### config.mk
export PLATFORM = sky130hd
export DESIGN_NAME = cpu_range_list_counter_top
export DESIGN_NICKNAME = d
export VERILOG_FILES = /design/src/hw/rtl/crlc_pkg.sv /design/src/hw/rtl/cpu_range_list_counter_top.sv
export SDC_FILE = /design/constraint.sdc
export NUM_CORES = 1
export LEC_CHECK = 0
export BUFFER_PORTS_ARGS = -buffer_cell sky130_fd_sc_hd__buf_2
export CELL_PAD_IN_SITES_DETAIL_PLACEMENT = 0
export CELL_PAD_IN_SITES_GLOBAL_PLACEMENT = 1
export CORE_ASPECT_RATIO = 0.9
export CORE_UTILIZATION = 48
export DETAILED_ROUTE_END_ITERATION = 8
export PLACE_DENSITY = 0.84
export SLEW_MARGIN = 10
export SYNTH_ARGS = -nofsm -noshare
export SYNTH_HDL_FRONTEND = slang
export SYNTH_SLANG_ARGS = --single-unit
### constraint.sdc
create_clock -name clk -period 6.6 [get_ports clk]
set_input_delay 0.99 -clock clk [delete_from_list [all_inputs] [get_ports clk]]
set_output_delay 0.99 -clock clk [all_outputs]
set_load 0.005 [all_outputs]
### src/hw/rtl/crlc_pkg.sv
`timescale 1ns / 1ps

package crlc_pkg;

  // Parser position within one list item
  typedef enum logic [2:0] {
    PH_START = 3'd0,
    PH_NUM1  = 3'd1,
    PH_EXP2  = 3'd2,
    PH_NUM2  = 3'd3,
    PH_COMMA = 3'd4
  } phase_t;

  localparam int unsigned OUT_COUNT_W = 24;
  localparam int unsigned CH_W        = 8;

  localparam logic [CH_W-1:0] CH_NUL   = 8'h00;
  localparam logic [CH_W-1:0] CH_TAB   = 8'h09;
  localparam logic [CH_W-1:0] CH_NL    = 8'h0A;
  localparam logic [CH_W-1:0] CH_VT    = 8'h0B;
  localparam logic [CH_W-1:0] CH_FF    = 8'h0C;
  localparam logic [CH_W-1:0] CH_CR    = 8'h0D;
  localparam logic [CH_W-1:0] CH_SPACE = 8'h20;
  localparam logic [CH_W-1:0] CH_COMMA = 8'h2C;
  localparam logic [CH_W-1:0] CH_MINUS = 8'h2D;
  localparam logic [CH_W-1:0] CH_ZERO  = 8'h30;
  localparam logic [CH_W-1:0] CH_NINE  = 8'h39;

  function automatic logic is_blank(input logic [CH_W-1:0] c);
    return (c == CH_SPACE) || (c == CH_TAB) || (c == CH_NL) ||
           (c == CH_VT) || (c == CH_FF) || (c == CH_CR);
  endfunction

  function automatic logic is_digit(input logic [CH_W-1:0] c);
    return (c >= CH_ZERO) && (c <= CH_NINE);
  endfunction

  function automatic logic is_line_end(input logic [CH_W-1:0] c);
    return (c == CH_NL) || (c == CH_NUL);
  endfunction

endpackage

### src/hw/rtl/cpu_range_list_counter_top.sv
`timescale 1ns / 1ps

// Channel | Dir | Fields (lowest bit up)                 | Accepted when
// s_*     | in  | tdata: ch[7:0]                         | s_tvalid && s_tready
// m_*     | out | tdata: cpu_count[23:0]                 | m_tvalid && m_tready
//         |     | tuser: line_done[0], parse_error[1]    |
//
// One byte per cycle while s_tready is high: each byte updates the parser state and
// its result lands in the output register on the next edge.
// The output register is the only buffer, so s_tready drops only while a result
// waits and m_tready is low.
// rst is synchronous, active high; it returns the parser to line start with a
// zero count and clears the error.
module cpu_range_list_counter_top #(
  parameter int unsigned NUM_WIDTH   = 16,
  parameter int unsigned COUNT_WIDTH = 24
) (
  input  logic        clk,
  input  logic        rst,
  input  logic        s_tvalid,
  output logic        s_tready,
  input  logic [7:0]  s_tdata,   // ch[7:0]
  output logic        m_tvalid,
  input  logic        m_tready,
  output logic [23:0] m_tdata,   // cpu_count[23:0]
  output logic [1:0]  m_tuser    // line_done[0], parse_error[1]
);

  localparam int unsigned AW = NUM_WIDTH + 4;
  localparam int unsigned SW = ((COUNT_WIDTH > NUM_WIDTH) ? COUNT_WIDTH : NUM_WIDTH) + 2;

  crlc_pkg::phase_t       phase, phase_next;
  logic [NUM_WIDTH-1:0]   range_start, range_start_next;
  logic [NUM_WIDTH-1:0]   range_end, range_end_next;
  logic [COUNT_WIDTH-1:0] total, total_next;
  logic                   halted, halted_next;

  logic                   accept;
  logic                   dig, blk, lend, comma, minus;
  logic [NUM_WIDTH-1:0]   dval;
  logic                   do_finish, begin_first, begin_second, fail_hit, done;
  logic [NUM_WIDTH-1:0]   acc_start, acc_end, fin_end;
  logic [SW-1:0]          sum;
  logic [COUNT_WIDTH-1:0] added;
  logic [COUNT_WIDTH+crlc_pkg::OUT_COUNT_W-1:0] count_ext;

  function automatic logic [NUM_WIDTH-1:0] accumulate(input logic [NUM_WIDTH-1:0] v,
                                                      input logic [NUM_WIDTH-1:0] d);
    logic [AW-1:0] r;
    r = AW'({v, 3'b000}) + AW'({v, 1'b0}) + AW'(d);
    if (r > AW'({NUM_WIDTH{1'b1}})) begin
      return {NUM_WIDTH{1'b1}};
    end
    return r[NUM_WIDTH-1:0];
  endfunction

  assign accept   = s_tvalid && s_tready;
  assign s_tready = !m_tvalid || m_tready;

  assign dig   = crlc_pkg::is_digit(s_tdata);
  assign blk   = crlc_pkg::is_blank(s_tdata);
  assign lend  = crlc_pkg::is_line_end(s_tdata);
  assign comma = (s_tdata == crlc_pkg::CH_COMMA);
  assign minus = (s_tdata == crlc_pkg::CH_MINUS);
  assign dval  = NUM_WIDTH'(s_tdata[3:0]);

  // Next parser position
  always_comb begin
    phase_next = phase;
    if (!halted) begin
      case (phase)
        crlc_pkg::PH_NUM1: begin
          if (dig) phase_next = crlc_pkg::PH_NUM1;
          else if (minus) phase_next = crlc_pkg::PH_EXP2;
          else if (comma) phase_next = crlc_pkg::PH_COMMA;
          else if (lend || blk) phase_next = crlc_pkg::PH_START;
        end
        crlc_pkg::PH_EXP2: begin
          if (dig) phase_next = crlc_pkg::PH_NUM2;
        end
        crlc_pkg::PH_NUM2: begin
          if (comma) phase_next = crlc_pkg::PH_COMMA;
          else if (lend || blk) phase_next = crlc_pkg::PH_START;
          else if (!dig) phase_next = crlc_pkg::PH_NUM2;
          else if (dig) phase_next = crlc_pkg::PH_NUM2;
          if (!dig && !comma && !lend && !blk) phase_next = phase;
        end
        crlc_pkg::PH_COMMA: begin
          if (lend || blk) phase_next = crlc_pkg::PH_START;
          else if (dig) phase_next = crlc_pkg::PH_NUM1;
        end
        default: begin
          if (blk) phase_next = crlc_pkg::PH_START;
          else if (dig) phase_next = crlc_pkg::PH_NUM1;
        end
      endcase
      // Hold the position when a finished item is followed by a malformed byte
      if (((phase == crlc_pkg::PH_NUM1 && !minus) || phase == crlc_pkg::PH_NUM2) &&
          !dig && !comma && !lend && !blk) begin
        phase_next = phase;
      end
    end
  end

  // Datapath and result
  always_comb begin
    do_finish    = !halted && (((phase == crlc_pkg::PH_NUM1) && !dig && !minus) ||
                               ((phase == crlc_pkg::PH_NUM2) && !dig));
    begin_second = !halted && (phase == crlc_pkg::PH_EXP2);
    begin_first  = !halted && (((phase != crlc_pkg::PH_NUM1) &&
                                (phase != crlc_pkg::PH_EXP2) &&
                                (phase != crlc_pkg::PH_NUM2) &&
                                !((phase == crlc_pkg::PH_COMMA) && lend)) ||
                               (do_finish && !comma && !lend));
    fail_hit     = (begin_first || begin_second) && !blk && !dig;
    done         = !halted && lend && (do_finish || (phase == crlc_pkg::PH_COMMA));

    acc_start = accumulate(range_start, dval);
    acc_end   = accumulate(range_end, dval);
    fin_end   = (phase == crlc_pkg::PH_NUM1) ? range_start : range_end;

    sum = SW'(total) + SW'(fin_end - range_start) + SW'(1);
    if (fin_end < range_start) begin
      added = total;
    end else if (sum > SW'({COUNT_WIDTH{1'b1}})) begin
      added = {COUNT_WIDTH{1'b1}};
    end else begin
      added = sum[COUNT_WIDTH-1:0];
    end

    range_start_next = range_start;
    range_end_next   = range_end;
    total_next       = total;
    halted_next      = halted || fail_hit;

    if (!halted && (phase == crlc_pkg::PH_NUM1) && dig) range_start_next = acc_start;
    else if (begin_first && dig) range_start_next = dval;

    if (do_finish && (phase == crlc_pkg::PH_NUM1)) range_end_next = range_start;
    else if (!halted && (phase == crlc_pkg::PH_NUM2) && dig) range_end_next = acc_end;
    else if (begin_second && dig) range_end_next = dval;

    if (fail_hit) total_next = '0;
    else if (do_finish) total_next = added;

    count_ext = {{crlc_pkg::OUT_COUNT_W{1'b0}}, total_next};
  end

  always_ff @(posedge clk) begin
    if (rst) begin
      phase       <= crlc_pkg::PH_START;
      range_start <= '0;
      range_end   <= '0;
      total       <= '0;
      halted      <= 1'b0;
    end else if (accept) begin
      phase       <= phase_next;
      range_start <= range_start_next;
      range_end   <= range_end_next;
      total       <= total_next;
      halted      <= halted_next;
    end
  end

  always_ff @(posedge clk) begin
    if (rst) begin
      m_tvalid <= 1'b0;
    end else if (accept) begin
      m_tvalid <= 1'b1;
    end else if (m_tready) begin
      m_tvalid <= 1'b0;
    end
  end

  always_ff @(posedge clk) begin
    if (accept) begin
      m_tdata <= halted_next ? '0 : count_ext[crlc_pkg::OUT_COUNT_W-1:0];
      m_tuser <= {halted_next, done && !halted_next};
    end
  end

endmodule

### Yosys cells after proc, flatten, opt, wreduce, memory -nomap -nowiden

Cells that the tools add are included.

* flip-flop bits (word level): 87
* output and inout bits: 28

* $add $sub $neg: 7
* magnitude comparators: 6
* equal/unequal tests: 18
* mux-type cells: 30
* bitwise logic cells: 2
* reduce and logical (&&, ||, !) cells: 64

Operators with widths (number)
* 16-bit 2-to-1 mux: 10
* 24-bit 2-to-1 mux: 4
* 19-bit by 17-bit adder with 20-bit output: 2
* 20-bit by 4-bit adder with 20-bit output: 2
* 8-bit by 4-bit == test with 1-bit output, second input constant: 5
* 20-bit by 16-bit greater-than comparator with 1-bit output, second input constant: 2
* 1-bit logical AND: 34
* 3-bit 2-to-1 mux: 10
* 25-bit by 17-bit adder with 26-bit output: 1
* 26-bit by 1-bit adder with 26-bit output, second input constant: 1
* 26-bit by 24-bit greater-than comparator with 1-bit output, second input constant: 1
* 8-bit by 6-bit == test with 1-bit output, second input constant: 3
* 16-bit by 16-bit subtractor with 17-bit output: 1
* 16-bit < comparator: 1
* 1-bit logical OR: 14
* 3-bit one-hot mux with 4 select lines: 1
* 1-bit zero test: 9
* 8-bit by 6-bit >= comparator with 1-bit output, second input constant: 1
* 8-bit by 6-bit <= comparator with 1-bit output, second input constant: 1
* 8-bit zero test: 1
* 3-bit by 2-bit == test with 1-bit output, second input constant: 2
* 3-bit by 2-bit inequality test with 1-bit output, second input constant: 2
* 6-bit AND reduction: 1
* 5-bit inequality test, second input constant: 1
* other kinds (10): 17

### Depth between registers and ports, before layout

* depth after elaboration: 17
* depth in mapped cells: 26
* mapped depth without buffers: 21

### Worst setup path after synthesis

OpenSTA, ideal clock, no wires.

* path type: flip-flop to flip-flop
* start: register phase[0]
* end: register m_tdata[11], data pin
* library setup time: 0.268 ns
* arrival time: 4.925 ns
* data required time: 6.332 ns
* setup slack: 1.407 ns
* cell stages (with the launch flop): 24
* clock period less this slack: 5.193 ns
* cells stage by stage: dfxtp_1 -> nand2b_1 -> or2_2 -> buf_6 -> clkbuf_1 -> o21ai_0 -> inv_1 -> fa_1 -> nand2b_1 -> a211oi_1 -> o211ai_1 -> a31oi_1 -> a31o_2 -> inv_1 -> ha_1 -> nand2_1 -> o21ai_0 -> a21oi_1 -> o31ai_1 -> a21oi_1 -> or3_4 -> buf_6 -> a2111oi_4 -> a21oi_1

* cells in the longest elaborated chain, start to end: 13

Ends and longest elaborated chain
* start: declaration: RTL line cpu_range_list_counter_top.sv:32 `crlc_pkg::phase_t phase, phase_next;`
* start signal: assignment: RTL line cpu_range_list_counter_top.sv:151 `phase <= crlc_pkg::PH_START;`
* start signal: assignment: RTL line cpu_range_list_counter_top.sv:157 `phase <= phase_next;`
* parallel branches: the longest is 13 deep, another holds 25-bit by 17-bit adder with 26-bit output
* end signal: assignment: RTL line cpu_range_list_counter_top.sv:177 `m_tdata <= halted_next ? '0 : count_ext[crlc_pkg::OUT_COUNT_W-1:0];`
* end: declaration: RTL line cpu_range_list_counter_top.sv:25 `output logic [23:0] m_tdata,`

Parallel ways; which one is timed is not known.
A chain may end at the register's enable or synchronous reset.

### Final worst setup path

* start: register phase[0]
* end: register m_tdata[9], data pin

The elaborated chain is that of the path after synthesis.

==> metrics.txt <==
run status=finished with violations; failing checks=design-rule violations; Net Sw Frac=0.294; sink of the worst hold path=m_tvalid; crit path capture type=flip-flop; count of filler cells inserted in the layout=1618; final clock period utilization by the worst path=0.906; violation count after the first detailed-route iteration=509; total global routing track utilization=0.236; sinks on the clock net=87; worst-skew pair later-pin latency=0.36 ns; count of synthesis-stage warnings from yosys=0; Fmax=167 MHz; nature of the critical path startpoint=flip-flop; average footprint of a synthesized cell=8.21 um2; total number of vias=7246; H-tree levels=3; worst voltage drop across the vdd grid=0.117 mV; r2r setup slk=0.62 ns; via/cell ratio=5.97; largest cells by area after synthesis=sky130_fd_sc_hd__ha_1 (16%), sky130_fd_sc_hd__dfxtp_1 (15%), sky130_fd_sc_hd__edfxtp_1 (9.7%), sky130_fd_sc_hd__a21oi_1 (7.9%), sky130_fd_sc_hd__o21ai_0 (6.8%); depth of the worst hold-timing path=2; Hold Path Class=reg -> reg; Initial Util=0.496; minimum setup slack in the final design=0.623 ns; GR Overflow Total=0; wire length of the first global-routing pass=33500 um; number of hold violations in the final report=0; CP Data Arrival Time=6.07 ns; number of antenna violations at the first check in global routing=0; Internal Pwr Total=0.894 mW; die width=139 um; synthesized netlist net count=1107; wire length after detailed routing=19900 um; final setup violating endpoints=0; WL per Instance=16.4 um; total power per unit cell area=147 mW/mm2; category of the most critical setup path=reg -> reg; combined flip-flop and latch cell area=0.00200 mm2; max-slew violation count=0; number of enable flip-flop cells after synthesis=26; fraction of registers with async set/reset=0; Seq cells post-synth=87; top-level I/O count=40; capturing point of the worst reg2reg path=m_tdata[9]; root buffer cell=sky130_fd_sc_hd__clkbuf_16; placeable core region=0.0163 mm2; power spent charging and discharging nets=0.372 mW; sequential fraction of the synthesis area=0.248; Post-route DRC=8; placed standard-cell area=0.00832 mm2; worst slack on hold paths=0.541 ns; floorplan row count=44; worst reg2reg startpoint=phase[0]; clock tree from TritonCTS=built; area growth from synthesis to layout=6.77%; cell count after synthesis=984; count of hold buffers inserted by post-cts repair=0; Worst Path Max Fanout=36; Final Skew=0.00986 ns; worst r2r path cells=20; setup repair after global routing missed its margin=no; clock buffers created by TritonCTS=9; power share of the sequential group=0.447; most common cell in the synthesized netlist=sky130_fd_sc_hd__a21oi_1; total power of the final layout=1.27 mW; area of all placed cells without fillers=0.00862 mm2; min-delay src=m_tvalid; Post-DP HPWL=15400 um; total inserted antenna cells=0; area of the mapped netlist=0.00808 mm2; via count of the first global-routing pass=6723; footprint of the multi-input gates=0.00565 mm2; Reg clk slew, reported paths=0.08 ns; Synth area leader=sky130_fd_sc_hd__ha_1; leakage component of the power=3.63 nW; slew at the pin closest to its max-slew limit=1.15 ns; DRT antenna net count=0; NumNets Final=1124; Clk pwr share=0.412; die area=0.0173 mm2; Setup WS pre-CTS=0.481 ns; share of cells above drive strength 1=0.0934; maximum number of pins on one net before global-route repair=37; library cells used by synthesis=80; global placement routability congestion=0.902; Setup Buffers After CTS=0; final period demand of the worst path=5.98 ns; WP data required=6.69 ns; most common flop cell mapped by yosys=sky130_fd_sc_hd__dfxtp_1; setup_tns=0 ns; Port Buffers=39; maximum buffer depth of the clock tree=2; most common library cells after synthesis=sky130_fd_sc_hd__a21oi_1 (128), sky130_fd_sc_hd__o21ai_0 (110), sky130_fd_sc_hd__ha_1 (105), sky130_fd_sc_hd__nand2_1 (86), sky130_fd_sc_hd__nor2_1 (70); portion of synthesized cell area occupied by the leading cell type=0.163; Die Span Y=125 um; Pre-antenna DRT Iters=7; proportion of power drawn by combinational gates=0.140; Rel. slew slack=0.234; Max Cap Viol=0
[state kept, by name, indices dropped and copies added (netlist names)]
signal	count
m_tdata	24
total	24
range_end	16
range_start	16
phase	3
m_tuser	2
halted	1
m_tvalid	1
[repair_timing]
item	CTS	global route
resized for setup	0	1
hold endpoints to repair	0	0
setup endpoints to repair	0	36
[critical path: stages, from the launching register on]
cell and delay [ns]:
sky130_fd_sc_hd__dfxtp_1 0.44, sky130_fd_sc_hd__nand2b_1 0.16, sky130_fd_sc_hd__or2_2 0.53, sky130_fd_sc_hd__o21ai_0 0.31, sky130_fd_sc_hd__inv_1 0.09, sky130_fd_sc_hd__fa_1 0.42
sky130_fd_sc_hd__nand2b_1 0.19, sky130_fd_sc_hd__a211oi_1 0.34, sky130_fd_sc_hd__o211ai_1 0.20, sky130_fd_sc_hd__a31oi_1 0.32, sky130_fd_sc_hd__a31o_2 0.24, sky130_fd_sc_hd__inv_1 0.17
sky130_fd_sc_hd__ha_1 0.39, sky130_fd_sc_hd__a21oi_1 0.23, sky130_fd_sc_hd__o21ai_0 0.14, sky130_fd_sc_hd__a21oi_1 0.25, sky130_fd_sc_hd__o31ai_1 0.12, sky130_fd_sc_hd__a21oi_1 0.21
sky130_fd_sc_hd__nand3_2 0.35, sky130_fd_sc_hd__a21boi_4 0.46, sky130_fd_sc_hd__a21oi_1 0.14
[through the flow]
stage | util | cells
final | 0.529 | 1213
after global routing | 0.529 | 1213
after CTS | 0.529 | 1213
after detailed placement | 0.510 | 1197
after global placement | 0.510 | 1197
after floorplan | - | 984
[cell families after synthesis]
logic type               Yosys count  synth area share
buffers and inverters             85            0.0541
flip-flops                        87             0.248
adder cells (fa/ha/maj)          111             0.178
XOR/XNOR                          53            0.0575
AO/OA/AOI/OAI                    385             0.298
multiplexers                       9            0.0116
AND/OR/NAND/NOR                  254             0.154
[metal layers]
metal | GRT usage | part of all wire
met2 | 0.368 | 0.43
met3 | 0.0310 | 0.044
met4 | 0.0660 | 0.015
met5 | 0 | 0
met1 | 0.340 | 0.51
[layout make-up]
cell class	count	area share
flip-flops and latches	87	0.232
clock buffers	9	0.0261
repair buffers	45	0.0279
multi-input cells	812	0.655
inverters	46	0.0200
well taps	207	0.0300
clock inverters	7	0.00885
[worst max path at each step]
stage	to	startpoint	depth (start not counted)
global placement	m_tdata[23]	phase[0]	20
finish	m_tdata[9]	phase[0]	20
CTS	m_tdata[9]	phase[0]	20
detailed placement	m_tdata[9]	phase[0]	20
global route	m_tdata[9]	phase[2]	21
floorplan	m_tdata[11]	phase[0]	23
[cell usage in the layout (no fill, tap or decap), types with 7 or more instances in the layout]
master,count
sky130_fd_sc_hd__a211oi_1,22
sky130_fd_sc_hd__xnor2_1,39
sky130_fd_sc_hd__o21a_1,11
sky130_fd_sc_hd__a2111oi_0,7
sky130_fd_sc_hd__ha_1,105
sky130_fd_sc_hd__xor2_1,14
sky130_fd_sc_hd__nand3_1,14
sky130_fd_sc_hd__o21ai_0,110
sky130_fd_sc_hd__a22oi_1,10
sky130_fd_sc_hd__nor2b_1,7
sky130_fd_sc_hd__nand2b_1,17
sky130_fd_sc_hd__o21bai_1,9
sky130_fd_sc_hd__edfxtp_1,26
sky130_fd_sc_hd__a21o_1,17
sky130_fd_sc_hd__o211ai_1,10
sky130_fd_sc_hd__nor3_1,12
sky130_fd_sc_hd__a21oi_1,128
sky130_fd_sc_hd__buf_2,39
sky130_fd_sc_hd__clkbuf_16,9
sky130_fd_sc_hd__nor2_1,70
sky130_fd_sc_hd__nand2_1,86
sky130_fd_sc_hd__dfxtp_1,61
sky130_fd_sc_hd__inv_1,46
sky130_fd_sc_hd__a31oi_1,11
[power by group through the flow]
stage	clock network [mW]	registers, mW	logic [mW]
2_1_floorplan	0	0.578	0.134
3_5_place_dp	0	0.579	0.176
4_1_cts	0.533	0.566	0.177
6_report	0.522	0.566	0.178
5_1_grt	0.555	0.567	0.199
3_3_place_gp	0	0.578	0.176
Power figures use the tool's default switching activity.
